### config.mk
export PLATFORM = sky130hd
export DESIGN_NAME = rational_accumulator_alu_top_flat
export DESIGN_NICKNAME = d
export VERILOG_FILES = /design/src/ra_pkg.sv /design/src/ra_if.sv /design/src/ra_mul.sv /design/src/rational_accumulator_alu_top.sv /design/src/flat_wrapper.sv
export VERILOG_INCLUDE_DIRS = /design/src /design/src/src
export SDC_FILE = /design/constraint.sdc
export NUM_CORES = 2
export LEC_CHECK = 0
export ABC_CLOCK_PERIOD_IN_PS = 14350
export BUFFER_PORTS_ARGS = -buffer_cell sky130_fd_sc_hd__buf_4
export CAP_MARGIN = 25
export CORE_ASPECT_RATIO = 1.75
export CORE_MARGIN = 8
export CORE_UTILIZATION = 50
export DETAILED_ROUTE_END_ITERATION = 7
export GPL_ROUTABILITY_DRIVEN = 0
export PLACE_DENSITY = 0.74
export SYNTH_ARGS = -nofsm -noshare
export SYNTH_HDL_FRONTEND = slang
export SYNTH_SLANG_ARGS = --single-unit
### constraint.sdc
create_clock -name clk -period 14.35 [get_ports clk]
set_input_delay 2.87 -clock clk [delete_from_list [all_inputs] [get_ports clk]]
set_output_delay 2.87 -clock clk [all_outputs]
set_load 0.02 [all_outputs]
### src/rational_accumulator_alu_top_defines.svh
// assertion macros for the rational accumulator alu
`ifndef RATIONAL_ACCUMULATOR_ALU_TOP_DEFINES_SVH
`define RATIONAL_ACCUMULATOR_ALU_TOP_DEFINES_SVH
`ifndef SYNTHESIS
`define RA_ASSERT_IMPL(label, clk, rst_n, prop) \
  label: assert property (@(posedge clk) disable iff (!rst_n) prop) \
    else $error("assertion failed");
`define RA_ASSERT_RESET(label, clk, prop) \
  label: assert property (@(posedge clk) prop) else $error("assertion failed");
`else
`define RA_ASSERT_IMPL(label, clk, rst_n, prop)
`define RA_ASSERT_RESET(label, clk, prop)
`endif
`endif

### src/ra_pkg.sv
package ra_pkg;
  localparam int VALUE_WIDTH = 32;
  localparam int WIDE_W = 2 * VALUE_WIDTH;

  typedef enum logic [2:0] {
    CMD_LOAD  = 3'd0,
    CMD_ADD   = 3'd1,
    CMD_SUB   = 3'd2,
    CMD_MUL   = 3'd3,
    CMD_DIV   = 3'd4,
    CMD_MULNU = 3'd5
  } cmd_t;

  typedef enum logic [1:0] {
    ST_OK   = 2'd0,
    ST_ZERO = 2'd1,
    ST_OVF  = 2'd2
  } status_t;

  // one multiplier step request and its reply
  typedef struct packed {
    logic start;
    logic [VALUE_WIDTH-1:0] a;
    logic [VALUE_WIDTH-1:0] b;
  } mul_req_t;

  typedef struct packed {
    logic busy;
    logic done;
    logic [WIDE_W-1:0] p;
  } mul_rsp_t;
endpackage

### src/ra_if.sv
interface ra_in_if;
  logic        valid;
  logic        ready;
  logic [2:0]  cmd;
  logic signed [ra_pkg::VALUE_WIDTH-1:0] operand_num;
  logic signed [ra_pkg::VALUE_WIDTH-1:0] operand_denom;
  modport source (output valid, output cmd, output operand_num, output operand_denom,
                  input ready);
  modport sink (input valid, input cmd, input operand_num, input operand_denom,
                output ready);
endinterface

interface ra_out_if;
  logic        valid;
  logic        ready;
  logic signed [ra_pkg::VALUE_WIDTH-1:0] result_num;
  logic [ra_pkg::VALUE_WIDTH-2:0] result_denom;
  logic [1:0]  status;
  modport source (output valid, output result_num, output result_denom, output status,
                  input ready);
  modport sink (input valid, input result_num, input result_denom, input status,
                output ready);
endinterface

### src/ra_mul.sv
// unsigned 32x32 multiplier, shift-add over one bit per cycle
module ra_mul (
  input  logic              clk,
  input  logic              rst_n,
  input  ra_pkg::mul_req_t  req,
  output ra_pkg::mul_rsp_t  rsp
);
  localparam int W = ra_pkg::VALUE_WIDTH;
  logic [W-1:0]   mcand_r;
  logic [W-1:0]   mplier_r;
  logic [2*W-1:0] acc_r;
  logic [$clog2(W+1)-1:0] cnt_r;
  logic busy_r, done_r;

  always_ff @(posedge clk) begin
    if (!rst_n) begin
      busy_r <= 1'b0;
      done_r <= 1'b0;
      cnt_r  <= '0;
    end else begin
      done_r <= 1'b0;
      if (req.start && !busy_r) begin
        busy_r   <= 1'b1;
        mcand_r  <= req.a;
        mplier_r <= req.b;
        acc_r    <= '0;
        cnt_r    <= '0;
      end else if (busy_r) begin
        if (mplier_r[0])
          acc_r <= acc_r + ({{W{1'b0}}, mcand_r} << cnt_r);
        mplier_r <= mplier_r >> 1;
        cnt_r    <= cnt_r + 1'b1;
        if (cnt_r == W[$clog2(W+1)-1:0] - 1'b1) begin
          busy_r <= 1'b0;
          done_r <= 1'b1;
        end
      end
    end
  end

  assign rsp.busy = busy_r;
  assign rsp.done = done_r;
  assign rsp.p    = acc_r;
endmodule

### src/rational_accumulator_alu_top.sv
// channel   | dir | payload
// in_*      | in  | cmd, operand_num, operand_denom
// out_*     | out | result_num, result_denom, status
// one transaction is handled at a time; in_ready is high only in idle
// a finished result waits in the output register, the next one is held until it is taken
// products come from a bit-serial multiplier: two per mul/div, three for add/sub, none for load
// gcd and the two exact divisions run one quotient bit per cycle on a 64-bit restoring
// divider, one full division for each euclid step
// rst_n is synchronous, active low, and sets the accumulator to 0/1
`include "rational_accumulator_alu_top_defines.svh"
module rational_accumulator_alu_top (
  input logic clk,
  input logic rst_n,
  ra_in_if.sink    in_ch,
  ra_out_if.source out_ch
);
  localparam int W  = ra_pkg::VALUE_WIDTH;
  localparam int WW = ra_pkg::WIDE_W;

  typedef enum logic [4:0] {
    S_IDLE, S_M1, S_M1W, S_M2, S_M2W, S_M3, S_M3W, S_M4, S_M4W,
    S_SUM, S_GCD, S_DIV, S_DIVN, S_DIVD, S_FIT, S_OUT
  } state_t;

  // what the divider result is used for
  typedef enum logic [1:0] {
    DS_GCD, DS_NUM, DS_DEN
  } dsel_t;

  state_t state_r;
  logic [2:0] cmd_r;
  logic signed [W-1:0] c_r, d_r;
  logic signed [W-1:0] acc_num_r, acc_den_r;
  logic [WW-1:0] p1_r, p2_r, p3_r;  // magnitudes of products
  logic s1_r, s2_r, s3_r;           // product signs
  logic [WW:0] n_r;                 // signed numerator (65 bits)
  logic [WW-1:0] mn_r, md_r, ga_r, gb_r, g_r;
  logic neg_r;
  // divider
  logic [WW-1:0] dq_r, drem_r, ddiv_r;
  logic [$clog2(WW+1)-1:0] dcnt_r;
  dsel_t dsel_r;
  // result being built
  logic signed [W-1:0] wnum_r;
  logic [W-2:0] wden_r;
  logic [1:0] wst_r;
  // output register
  logic signed [W-1:0] onum_r;
  logic [W-2:0] oden_r;
  logic [1:0] ost_r;
  logic ovalid_r;

  ra_pkg::mul_req_t mreq;
  ra_pkg::mul_rsp_t mrsp;
  ra_mul u_mul (.clk(clk), .rst_n(rst_n), .req(mreq), .rsp(mrsp));

  function automatic logic [W-1:0] mag(input logic signed [W-1:0] v);
    mag = v[W-1] ? W'(-v) : W'(v);
  endfunction

  // pick multiplier operands per step
  always_comb begin
    mreq.start = 1'b0;
    mreq.a = '0;
    mreq.b = '0;
    case (state_r)
      S_M1: begin
        mreq.start = 1'b1;
        mreq.a = mag(acc_num_r);
        mreq.b = (cmd_r == ra_pkg::CMD_MUL || cmd_r == ra_pkg::CMD_MULNU) ? mag(c_r)
                                                                           : mag(d_r);
      end
      S_M2: begin
        mreq.start = 1'b1;
        mreq.a = mag(acc_den_r);
        mreq.b = (cmd_r == ra_pkg::CMD_DIV) ? mag(c_r) : mag(d_r);
      end
      S_M3: begin
        mreq.start = 1'b1;
        mreq.a = mag(c_r);
        mreq.b = mag(acc_den_r);
      end
      default: ;
    endcase
  end

  logic [WW:0] t1, t3, nsum;
  logic [WW:0] trial;
  always_comb begin
    t1 = s1_r ? -{1'b0, p1_r} : {1'b0, p1_r};
    t3 = s3_r ? -{1'b0, p3_r} : {1'b0, p3_r};
    nsum = (cmd_r == ra_pkg::CMD_SUB) ? t1 - t3 : t1 + t3;
    trial = {drem_r, dq_r[WW-1]} - {1'b0, ddiv_r};
  end

  localparam logic [WW-1:0] LIM = WW'(1) << (W - 1);
  logic is_add;
  assign is_add = (cmd_r == ra_pkg::CMD_ADD) || (cmd_r == ra_pkg::CMD_SUB);

  always_ff @(posedge clk) begin
    if (!rst_n) begin
      state_r   <= S_IDLE;
      acc_num_r <= '0;
      acc_den_r <= W'(1);
      ovalid_r  <= 1'b0;
    end else begin
      if (ovalid_r && out_ch.ready) ovalid_r <= 1'b0;
      case (state_r)
        S_IDLE: if (in_ch.valid) begin
          cmd_r <= in_ch.cmd;
          c_r   <= in_ch.operand_num;
          d_r   <= in_ch.operand_denom;
          wst_r <= ra_pkg::ST_OK;
          wnum_r <= acc_num_r;
          wden_r <= acc_den_r[W-2:0];
          if (in_ch.cmd > 3'(ra_pkg::CMD_MULNU)) state_r <= S_OUT;
          else if (in_ch.operand_denom == '0 ||
                   (in_ch.cmd == 3'(ra_pkg::CMD_DIV) && in_ch.operand_num == '0)) begin
            wst_r <= ra_pkg::ST_ZERO;
            state_r <= S_OUT;
          end else if (in_ch.cmd == 3'(ra_pkg::CMD_LOAD)) begin
            n_r <= {{(WW-W+1){in_ch.operand_num[W-1]}}, in_ch.operand_num};
            md_r <= WW'(mag(in_ch.operand_denom));
            neg_r <= in_ch.operand_denom[W-1];
            state_r <= S_SUM;
          end else state_r <= S_M1;
        end
        S_M1: state_r <= S_M1W;
        S_M1W: if (mrsp.done) begin
          p1_r <= mrsp.p;
          s1_r <= acc_num_r[W-1] ^ ((cmd_r == ra_pkg::CMD_MUL || cmd_r == ra_pkg::CMD_MULNU)
                                    ? c_r[W-1] : d_r[W-1]);
          state_r <= S_M2;
        end
        S_M2: state_r <= S_M2W;
        S_M2W: if (mrsp.done) begin
          p2_r <= mrsp.p;
          s2_r <= acc_den_r[W-1] ^ ((cmd_r == ra_pkg::CMD_DIV) ? c_r[W-1] : d_r[W-1]);
          state_r <= is_add ? S_M3 : S_M4;
        end
        S_M3: state_r <= S_M3W;
        S_M3W: if (mrsp.done) begin
          p3_r <= mrsp.p;
          s3_r <= c_r[W-1] ^ acc_den_r[W-1];
          state_r <= S_M4;
        end
        S_M4: begin
          // numerator from products, denominator sign into neg
          n_r <= is_add ? nsum : (s1_r ? -{1'b0, p1_r} : {1'b0, p1_r});
          md_r <= p2_r;
          neg_r <= s2_r;
          state_r <= S_SUM;
        end
        S_M4W: state_r <= S_SUM;
        S_SUM: begin
          // fold sign: negative if numerator and denominator signs differ
          mn_r <= n_r[WW] ? WW'(-n_r) : n_r[WW-1:0];
          neg_r <= n_r[WW] ^ neg_r;
          if (n_r == '0) begin
            wnum_r <= '0;
            wden_r <= (W-1)'(1);
            if (cmd_r != ra_pkg::CMD_MULNU) begin
              acc_num_r <= '0;
              acc_den_r <= W'(1);
            end
            state_r <= S_OUT;
          end else begin
            ga_r <= n_r[WW] ? WW'(-n_r) : n_r[WW-1:0];
            gb_r <= md_r;
            state_r <= S_GCD;
          end
        end
        S_GCD: begin
          if (gb_r == '0) begin
            g_r <= ga_r;
            ddiv_r <= ga_r;
            dq_r <= mn_r;
            drem_r <= '0;
            dcnt_r <= '0;
            dsel_r <= DS_NUM;
            state_r <= S_DIV;
          end else begin
            ddiv_r <= gb_r;
            dq_r <= ga_r;
            drem_r <= '0;
            dcnt_r <= '0;
            dsel_r <= DS_GCD;
            state_r <= S_DIV;
          end
        end
        S_DIV: begin
          // one restoring division bit per cycle
          if (!trial[WW]) begin
            drem_r <= trial[WW-1:0];
            dq_r <= {dq_r[WW-2:0], 1'b1};
          end else begin
            drem_r <= {drem_r[WW-2:0], dq_r[WW-1]};
            dq_r <= {dq_r[WW-2:0], 1'b0};
          end
          dcnt_r <= dcnt_r + 1'b1;
          if (dcnt_r == ($clog2(WW+1))'(WW - 1)) state_r <= S_DIVN;
        end
        S_DIVN: begin
          case (dsel_r)
            DS_GCD: begin
              ga_r <= gb_r;
              gb_r <= drem_r;
              state_r <= S_GCD;
            end
            DS_NUM: begin
              mn_r <= dq_r;
              ddiv_r <= g_r;
              dq_r <= md_r;
              drem_r <= '0;
              dcnt_r <= '0;
              dsel_r <= DS_DEN;
              state_r <= S_DIV;
            end
            default: begin
              md_r <= dq_r;
              state_r <= S_FIT;
            end
          endcase
        end
        S_DIVD: state_r <= S_FIT;
        S_FIT: begin
          if (md_r > LIM - 1'b1 || (neg_r ? (mn_r > LIM) : (mn_r > LIM - 1'b1))) begin
            wst_r <= ra_pkg::ST_OVF;
          end else begin
            wnum_r <= neg_r ? W'(-mn_r) : W'(mn_r);
            wden_r <= md_r[W-2:0];
            if (cmd_r != ra_pkg::CMD_MULNU) begin
              acc_num_r <= neg_r ? W'(-mn_r) : W'(mn_r);
              acc_den_r <= {1'b0, md_r[W-2:0]};
            end
          end
          state_r <= S_FIT == S_FIT ? S_OUT : S_OUT;
        end
        S_OUT: if (!ovalid_r) begin
          // hand the result to the output register once it is free
          ovalid_r <= 1'b1;
          onum_r <= wnum_r;
          oden_r <= wden_r;
          ost_r <= wst_r;
          state_r <= S_IDLE;
        end
        default: state_r <= S_IDLE;
      endcase
    end
  end

  assign in_ch.ready = (state_r == S_IDLE);
  assign out_ch.valid = ovalid_r;
  assign out_ch.result_num = onum_r;
  assign out_ch.result_denom = oden_r;
  assign out_ch.status = ost_r;

  `RA_ASSERT_IMPL(a_no_ready_busy, clk, rst_n, (state_r != S_IDLE) |-> !in_ch.ready)
  `RA_ASSERT_IMPL(a_den_pos, clk, rst_n, acc_den_r != '0 && !acc_den_r[W-1])
  `RA_ASSERT_IMPL(a_zero_den1, clk, rst_n,
    (out_ch.valid && out_ch.result_num == '0) |-> (out_ch.result_denom == (W-1)'(1)))
  `RA_ASSERT_RESET(a_reset_idle, clk, !rst_n |=> (state_r == S_IDLE && !ovalid_r))
endmodule
### src/flat_wrapper.sv
// flat-port wrapper written by rule: the top's interface ports become plain ports
module rational_accumulator_alu_top_flat 
  (clk, rst_n, in_ch_valid, in_ch_cmd, in_ch_operand_num, in_ch_operand_denom, in_ch_ready, out_ch_valid, out_ch_result_num, out_ch_result_denom, out_ch_status, out_ch_ready);
  ra_in_if in_ch_i ();
  ra_out_if out_ch_i ();
  input logic clk;
  input logic rst_n;
  input wire logic [$bits(in_ch_i.valid)-1:0] in_ch_valid;
  input wire logic [$bits(in_ch_i.cmd)-1:0] in_ch_cmd;
  input wire logic [$bits(in_ch_i.operand_num)-1:0] in_ch_operand_num;
  input wire logic [$bits(in_ch_i.operand_denom)-1:0] in_ch_operand_denom;
  output wire logic [$bits(in_ch_i.ready)-1:0] in_ch_ready;
  output wire logic [$bits(out_ch_i.valid)-1:0] out_ch_valid;
  output wire logic [$bits(out_ch_i.result_num)-1:0] out_ch_result_num;
  output wire logic [$bits(out_ch_i.result_denom)-1:0] out_ch_result_denom;
  output wire logic [$bits(out_ch_i.status)-1:0] out_ch_status;
  input wire logic [$bits(out_ch_i.ready)-1:0] out_ch_ready;
  assign in_ch_i.valid = in_ch_valid;
  assign in_ch_i.cmd = in_ch_cmd;
  assign in_ch_i.operand_num = in_ch_operand_num;
  assign in_ch_i.operand_denom = in_ch_operand_denom;
  assign in_ch_ready = in_ch_i.ready;
  assign out_ch_valid = out_ch_i.valid;
  assign out_ch_result_num = out_ch_i.result_num;
  assign out_ch_result_denom = out_ch_i.result_denom;
  assign out_ch_status = out_ch_i.status;
  assign out_ch_i.ready = out_ch_ready;
  rational_accumulator_alu_top u_core (.clk(clk), .rst_n(rst_n), .in_ch(in_ch_i), .out_ch(out_ch_i));
endmodule
==> impl_results.md <==
- IO buf count: 137
- Chip width: 297 um
- Hold Path Sink: u_core.out_ch.result_num[12]
- Worst Hold Launch: u_core.wnum_r[12]
- Core Region: 137000 um2
- Clk_skew: 0.0859 ns
- Worst skew pair latency: 0.79 ns
- Worst-Margin Slew: 1.15 ns
- Fin cells: 8612
- Cell Rows: 180
- HP Class: flop to flop
- Worst r2r path cells: 26
- Yosys reg bits: 1183
- Maxcap violations: 0
- Largest net degree at the start of global routing: 224
- Via-per-instance ratio: 6.57
- Synthesis-to-layout area growth: 9.51%
- Synth Instances: 6751
- Post-synthesis cell area: 68900 um2
- Hold-fix buffers, CTS: 0
- Critical path launch point type: flop
- NumNets Final: 6982
- Syn_nets: 7036
- P_leak: 26.5 nW
- Outcome: finished clean
- Inserted Clock Buffers: 102
- DRC Markers: 0
- Die Y: 507 um
- GRT overflow: 0
- Mean Syn Cell Area: 10.2 um2
- Synth warn: 0
- Seq/Total Area, Yosys: 0.505
- Crit Path Max Fanout: 11
- I/O pin total: 138
- Final worst path period need: 8.42 ns
- Initial antenna violation count: 10
- Share of layout cells above drive strength 1: 0.0793
- Crit path DAT: 8.86 ns
- R2R Setup Slk: 5.93 ns
- Drt first-iter violations: 6988
- # Post-CTS Setup Buffers: 0
- Crit Path Category: flop to flop
- Post-cts resize count: 0
- Crit path required time: 14.80 ns
- Detail Route Antenna Nets: 0
- Final Hold Fails: 0
- FMAX: 119 MHz
- Number of synthesized flops with an enable pin: 1107
- Drt total wl: 232 mm
- RR Startpoint: u_core.p3_r[0]
- Initial Util: 0.502
- Synth cell count leaders: edfxtp_1 (1107), nand2_1 (932), o21ai_0 (534)
- DRT Pass-1 Iters: 7
- Clock transition at path regs: 0.07 ns
- Global Route Usage Sum: 0.298
- Max VDD drop: 0.000123 V
- Number of cells on the worst hold path: 0
- Fraction of synthesis flops using an asynchronous set or reset pin: 0
- Period utilization: 0.587
- Max clock buf depth: 3
- Top cells by area, synth: edfxtp_1 (48%), nand2_1 (5.1%), o21ai_0 (3.9%)
- Reg-to-reg critical path endpoint: u_core.n_r[64]
- DR WL/cell: 27.0 um
- Netlist cell types: 97
- PwrDens: 143 nW/um2
- Max_slew headroom: 0.234
- Die Area: 150000 um2
- Unrepaired setup endpoints after global routing: false
- Clock Sink Count: 1183
- Vias in the first global route: 53400
- Fin. max-slew vios: 0
- Yosys top cell area share: 0.483
- Dpl cells: 8400
- CTS tree: built
- First-pass GRT wire length: 338 mm
- Root Driver: clkbuf_16
- Setup Viol. Count Final: 0
- Final Core Density: 0.550
- Critical Path Sink Type: flop
- Cell taking the most area after synthesis: edfxtp_1
- Vias: 56500
- Primary FF master, synth: edfxtp_1
- Most instantiated library cell after synthesis: edfxtp_1
- Setup TNS: 0 ns
- Dpl hpwl: 174 mm
- CTS HTree Levels: 3
-- flip-flops by register name (all words and copies together) (netlist names), 31 cells and up --
name,count
u_core.acc_den_r,31
u_core.mn_r,64
u_core.u_mul.acc_r,64
u_core.ddiv_r,64
u_core.p2_r,64
u_core.u_mul.mplier_r,32
u_core.d_r,32
u_core.drem_r,64
u_core.p1_r,64
u_core.wnum_r,32
u_core.g_r,64
u_core.out_ch.result_num,32
u_core.gb_r,64
u_core.p3_r,64
u_core.c_r,32
u_core.dq_r,64
u_core.wden_r,31
u_core.u_mul.mcand_r,32
u_core.out_ch.result_denom,31
u_core.ga_r,64
u_core.md_r,64
u_core.n_r,65
u_core.acc_num_r,32
-- stage by stage --
stage	worst slack, ns	cell area [um2]	total power, mW	hold slack (ns)
5_1_grt	5.56	75400	11.2	0.428
6_report	5.93	75400	10.8	0.420
3_5_place_dp	6.18	71600	7.69	0.405
4_1_cts	6.13	75200	10.7	0.421
2_1_floorplan	4.76	68900	6.72	0.400
3_3_place_gp	6.28	71500	7.62	0.405
-- power breakdown --
part	leakage (nW)	internal (mW)	switching (mW)	total [mW]
logic	14.1	1.01	1.83	2.84
registers	10.7	4.43	0.481	4.91
clock network	1.73	1.67	1.38	3.05
-- critical path: stages, from the launching register on --
cell      delay [ns]
edfxtp_1        0.52
inv_1           0.15
ha_1            0.28
or4b_4          0.55
o31ai_2         0.33
xor2_2          0.30
nand4_2         0.17
or3b_1          0.47
nor2_1          0.35
nand4_1         0.30
or4_1           0.69
or3_1           0.51
nor2_1          0.38
a21oi_1         0.13
xor2_1          0.19
ha_1            0.44
a21o_1          0.23
a21o_1          0.18
a221o_1         0.35
a21oi_1         0.13
o21ai_0         0.09
a31oi_1         0.45
nor4b_1         0.11
a221o_1         0.34
nor3_2          0.20
xor2_1          0.17
o21ai_1         0.07
-- how the worst max path moves through the flow --
stage,start,end,slack [ns],cells past startpoint
after detailed placement,u_core.p3_r[0],u_core.n_r[64],6.18,26
after floorplan,rst_n,u_core.dcnt_r[0],4.76,4
after global routing,u_core.p3_r[0],u_core.n_r[64],5.56,26
after global placement,u_core.p3_r[0],u_core.n_r[64],6.28,26
after CTS,u_core.p3_r[0],u_core.n_r[64],6.13,26
final,u_core.p3_r[0],u_core.n_r[64],5.93,26
-- layout make-up --
class,count,area [um2]
flip-flops and latches,1183,34800
clock buffers,123,2680
clock inverters,66,993
well taps,1820,2280
fillers,11600,61700
repair buffers,219,1770
inverters,153,582
multi-input cells,5038,32300
diodes,10,25.0
-- layer usage --
metal / vias to the layer above / global-route usage / share of wire
li1: 25100 / - / -
met1: 27000 / 0.348 / 0.35
met2: 3504 / 0.472 / 0.46
met3: 925 / 0.0685 / 0.10
met4: 6 / 0.230 / 0.098
met5: - / 0.00329 / 0.00041
-- kinds of logic (layout without fill, tap and decap cells) --
logic type	Yosys count	after routing	synth area share
muxes	153	153	0.0261
adders and majority gates	214	214	0.0392
xor gates and xnor gates	553	553	0.0705
other	0	10	0
DFF	1183	1183	0.505
buffers and inverters	530	561	0.0293
AOI/OAI and AO/OA	2011	2011	0.187
and+or+nand+nor	2107	2107	0.143
-- layout by cell type, fill, tap and decap left out, types with 28 or more instances in the layout --
cell type,n
edfxtp_1,1107
nor2_1,397
or4_1,70
o41ai_1,56
inv_1,147
ha_1,211
mux2i_1,112
and3_1,40
dfxtp_1,74
or2_2,31
o31ai_1,114
o21a_1,141
nor4_1,77
a211oi_1,37
a21oi_1,467
or3_1,75
nand2b_1,54
nor3_1,85
nand2_1,929
and2_1,29
nand3_1,89
a22o_1,64
xor2_1,300
clkbuf_16,102
buf_4,204
a21o_1,175
o21ai_0,531
a22oi_1,142
a31oi_1,62
a221oi_1,28
nand4_1,78
xnor2_1,249
nor2b_1,54
Note: power is estimated with default switching activity, not from simulation.
